**src/rtl/icdf_pkg.sv**
```systemverilog
package icdf_pkg;

   // Width of the configuration write data and of the register index.
   localparam int CSR_DATA_WIDTH  = 32;
   localparam int CSR_INDEX_WIDTH = 1;

   // Width of a CDF entry and of the random words.
   localparam int WORD_WIDTH = 32;

   // Configuration register indexes.
   localparam logic [CSR_INDEX_WIDTH-1:0] CSR_INTERVAL_COUNT = 1'b0;
   localparam logic [CSR_INDEX_WIDTH-1:0] CSR_ANGLE_STEP     = 1'b1;

   // Request action codes.
   localparam logic ACT_LOAD   = 1'b0;
   localparam logic ACT_SAMPLE = 1'b1;

   // Two pi in Q3.29, which is also pi in Q2.30.
   localparam logic [WORD_WIDTH-1:0] TWO_PI_Q3_29 = 32'd3373259426;

   // Controller states.
   typedef enum logic [2:0] {
      ST_IDLE,
      ST_SEARCH,
      ST_READ_LO,
      ST_TAKE_LO,
      ST_DIVIDE,
      ST_MUL_FRAC,
      ST_OUTPUT
   } icdf_state_type;

   // Commands from the controller to the datapath.
   typedef struct packed {
      logic load;
      logic start;
      logic search;
      logic pick;
      logic read_lo;
      logic take_lo;
      logic div_step;
      logic mul_frac;
      logic load_out;
   } icdf_cmd_type;

   // Status from the datapath to the controller.
   typedef struct packed {
      logic search_done;
      logic div_skip;
      logic div_done;
      logic out_free;
   } icdf_sts_type;

endpackage

```
**src/rtl/icdf_ctrl.sv**
```systemverilog
module icdf_ctrl (
   input  logic                   clock,
   input  logic                   reset,
   input  logic                   req_valid,
   input  logic                   req_action,
   input  icdf_pkg::icdf_sts_type sts,
   output logic                   req_stall,
   output icdf_pkg::icdf_cmd_type cmd
);
   import icdf_pkg::*;

   icdf_state_type state_ff;
   icdf_state_type state_in;

   // State register.
   always_ff @(posedge clock) begin
      if (reset) begin
         state_ff <= ST_IDLE;
      end else begin
         state_ff <= state_in;
      end
   end

   // Next state and commands.
   always_comb begin
      state_in  = state_ff;
      cmd       = '0;
      req_stall = 1'b1;
      case (state_ff)
         ST_IDLE: begin
            req_stall = 1'b0;
            if (req_valid) begin
               if (req_action == ACT_SAMPLE) begin
                  cmd.start = 1'b1;
                  state_in  = ST_SEARCH;
               end else begin
                  cmd.load = 1'b1;
               end
            end
         end
         ST_SEARCH: begin
            if (sts.search_done) begin
               cmd.pick = 1'b1;
               state_in = ST_READ_LO;
            end else begin
               cmd.search = 1'b1;
            end
         end
         ST_READ_LO: begin
            cmd.read_lo = 1'b1;
            state_in    = ST_TAKE_LO;
         end
         ST_TAKE_LO: begin
            cmd.take_lo = 1'b1;
            if (sts.div_skip) begin
               state_in = ST_MUL_FRAC;
            end else begin
               state_in = ST_DIVIDE;
            end
         end
         ST_DIVIDE: begin
            cmd.div_step = 1'b1;
            if (sts.div_done) begin
               state_in = ST_MUL_FRAC;
            end
         end
         ST_MUL_FRAC: begin
            cmd.mul_frac = 1'b1;
            state_in     = ST_OUTPUT;
         end
         ST_OUTPUT: begin
            if (sts.out_free) begin
               cmd.load_out = 1'b1;
               state_in     = ST_IDLE;
            end
         end
         default: begin
            state_in = ST_IDLE;
         end
      endcase
   end

endmodule

```
**config.mk**
```make
export PLATFORM = sky130hd
export DESIGN_NAME = icdf_ctrl
export DESIGN_NICKNAME = d
export VERILOG_FILES = /design/src/rtl/icdf_pkg.sv /design/src/rtl/icdf_ctrl.sv
export SDC_FILE = /design/constraint.sdc
export NUM_CORES = 1
export LEC_CHECK = 0
export ABC_AREA = 1
export BUFFER_PORTS_ARGS = -buffer_cell sky130_fd_sc_hd__clkbuf_2
export CAP_MARGIN = 10
export CORE_AREA = 3 3 40 42
export DETAILED_ROUTE_END_ITERATION = 8
export DIE_AREA = 0 0 43 45
export HOLD_SLACK_MARGIN = 0.02
export SYNTH_ARGS = -nofsm -noshare
export SYNTH_HDL_FRONTEND = slang
export SYNTH_SLANG_ARGS = --single-unit
```
**constraint.sdc**
```tcl
create_clock -name clock -period 1.1 [get_ports clock]
set_clock_uncertainty 0.15 [all_clocks]
set_input_delay 0.11 -clock clock [delete_from_list [all_inputs] [get_ports clock]]
set_output_delay 0.11 -clock clock [all_outputs]
set_load 0.01 [all_outputs]
```
==> results.cfg <==
[grt]
grt.total_usage_pct = 8.486
grt_pass1_wl_mm = 1.214
grt-ovfl-total = 0
grt_pass1_vias = 316
antenna_found_initial = 0
grt_start_max_net_pins = 9

[drt]
routed_wl_microns = 808
post_drt_wl_per_cell_microns = 8.688
drt_first_pass_iters = 4
final_antenna_net_count = 0
drc = 0
drtIter0Drc = 1
via_per_inst = 4.183
num_vias = 389

[min_path]
hold_path.class = input pin to register

[clocking]
clockRootBuffer = clkbuf_4
cts_sinks = 3
clk_pin_slew_ns = 0.04
htree_levels = 1
cts_tree = yes
cts_buffer_depth = 2
numCtsBuffers = 3
clkLatencyLatePin_ns = 0.23

[die]
die_area_sq_um = 1935
die_w_microns = 43
start_util_pct = 21.32
core_area_sq_um = 1285
num_io_pins = 18
rows = 13
die-height_microns = 45

[job]
max_cap_violations = 0

[worst_setup_path]
cp.arrival_ns = 1.08
required_ns = 0.84
worstPathCellList = nor2_4, nand2_2, nor3b_2, buf_2
slowest_delay_ns = 0.36
worstSetupPathType = register to primary output
cp_num_buf_inv = 1
path_delay_family = flip-flops
crit_fanout = 6
cp_slowest_cell = dfxtp_4
crit_path_start_kind = register
worstSetupEndpointType = primary output

[layout]
fin_nets = 87
largest_reg_flops = 3
post-route-util_pct = 45.18
ff_latch_area_sq_um = 71.32
multi_input_area_sq_um = 227.7
reg_top3 = state_ff: 3 flops
diodes = 0
regMostFlops = state_ff
n_fill_cell = 141
areaGrowthSynthToFinish_pct = 111.9
drive_gt1_share_pct = 65.38

[sta]
relSlewSlack_pct = 83.16
setup_viol = 13
layout_min_cycle_time_ns = 1.340
hold_slack_ns = 0.03610
finalCritPeriodShare_pct = 121.8
timing.final.ws_setup_ns = -0.2400
setup_tns_ns = -2.410
rsz0062_at_grt = yes
fmax_ghz = 0.7462
slew_viol_final = 0
tightest_slew_ns = 0.2513
hold_violations = 0

[run_status]
violations = negative setup slack
status = finished, violations left

[synthesis]
syn_nets = 55
yosysWarnings = 0
syn_area_sq_um = 274.0
avgSynthCellArea_sq_um = 5.830
seq_area_frac_synth_pct = 21.92
ys_seq_elements = 3
syn_inst = 47
ys_types = 14

[place]
dpl_worst_slack_ns = -0.1795
globalplace.congestion = 0.7680
port_buffers = 17
dp_hpwl_microns = 634.9

[pwr]
power.density_nw_per_um2 = 1164
peakVddDrop_uv = 502.7
leakage_nw = 0.3111
==> synthesized netlist by cell type <==
library cell	count	area share, %
buf_6	1	4.1
nand2_1	7	9.6
nor3_2	1	3.7
nand3_2	1	3.7
nor3_1	2	3.7
nand3_1	6	11
nand2_2	1	2.3
a21oi_1	3	5.5
nor2_1	7	9.6
inv_1	9	12
dfxtp_1	3	22
inv_2	2	2.7
nor2_2	2	4.6
nor3b_1	2	5.5
==> worst paths after layout <==
check | startpoint | endpoint | slack [ns] | cells after the start
setup / recovery | state_ff[0]$_SDFFE_PP0P_ | cmd[8] | -0.24 | 4
hold / removal | sts[0] | state_ff[1]$_SDFFE_PP0P_ | 0.04 | 4
setup reg to reg | state_ff[0]$_SDFFE_PP0P_ | state_ff[0]$_SDFFE_PP0P_ | -0.21 | 7
hold reg to reg | state_ff[2]$_SDFFE_PP0P_ | state_ff[2]$_SDFFE_PP0P_ | 0.37 | 2
==> cell usage in the layout, fill, tap and decap left out <==
cell,count
nand3_2,2
nand3_4,1
nor2_4,3
nand3_1,4
dfxtp_4,3
buf_2,6
buf_6,4
nor3b_2,2
a21oi_1,2
nand2_2,3
dlygate4sd3_1,1
nand2_1,5
a21oi_2,1
nor2_2,1
clkbuf_4,3
clkbuf_2,9
nor2_1,5
inv_1,9
clkbuf_1,1
inv_4,2
buf_4,8
nor3_2,3
==> worst register-to-register path: cells and delay by family (launching register included) <==
family	cells	cell delay [ns]
AO/OA/AOI/OAI	1	0.13
buffers and inverters	2	0.28
flip-flops	1	0.36
AND/OR/NAND/NOR	4	0.31
==> timing repair <==
item / CTS / global route
setup endpoints to repair: 13 / 13
gates resized for setup: 9 / 19
hold endpoints to repair: 3 / 0
pin swaps: 6 / 4
buffers inserted: 4 / 2
hold buffers: 1 / 0
==> metrics by stage <==
stage	instance area [sq um]	std cells	power, mW
after floorplan	296.5	47	0.3010
after global placement	419.2	82	0.3589
after detailed placement	419.2	82	0.3638
after CTS	514.2	91	0.6243
after global routing	580.6	93	0.7293
final	580.6	93	0.6760
==> layer usage <==
metal,track usage (%),vias up,share of wire [%],wire length (microns)
met3,1.195,0,3.5,28
met5,0,-,0,0
met1,9.375,174,41,328
met4,7.229,0,0,0
met2,14.37,6,56,451
li1,-,209,-,-
==> cell families (layout without fill, tap and decap cells) <==
group                  after synthesis  count (layout)  synth area share (%)
and+or+nand+nor                     29              29                 53.43
buffers and inverters               12              43                 19.18
AOI/OAI and AO/OA                    3               3                 5.478
DFF                                  3               3                 21.92
==> power breakdown <==
group | switching (mW) | internal (mW) | leakage, nW
Sequential | 0.0259 | 0.123 | 0.0267
Clock | 0.0532 | 0.136 | 0.0150
Combinational | 0.161 | 0.178 | 0.269
Total | 0.240 | 0.436 | 0.311
==> layout make-up <==
class                   instances  share of cell area (%)
clock buffers                   4                   4.526
inverters                      11                   7.974
multi-input cells              32                   39.22
flip-flops and latches          3                   12.28
well taps                      15                   3.233
repair buffers                 28                   32.76
No activity file was read; power rests on OpenSTA's default activity.
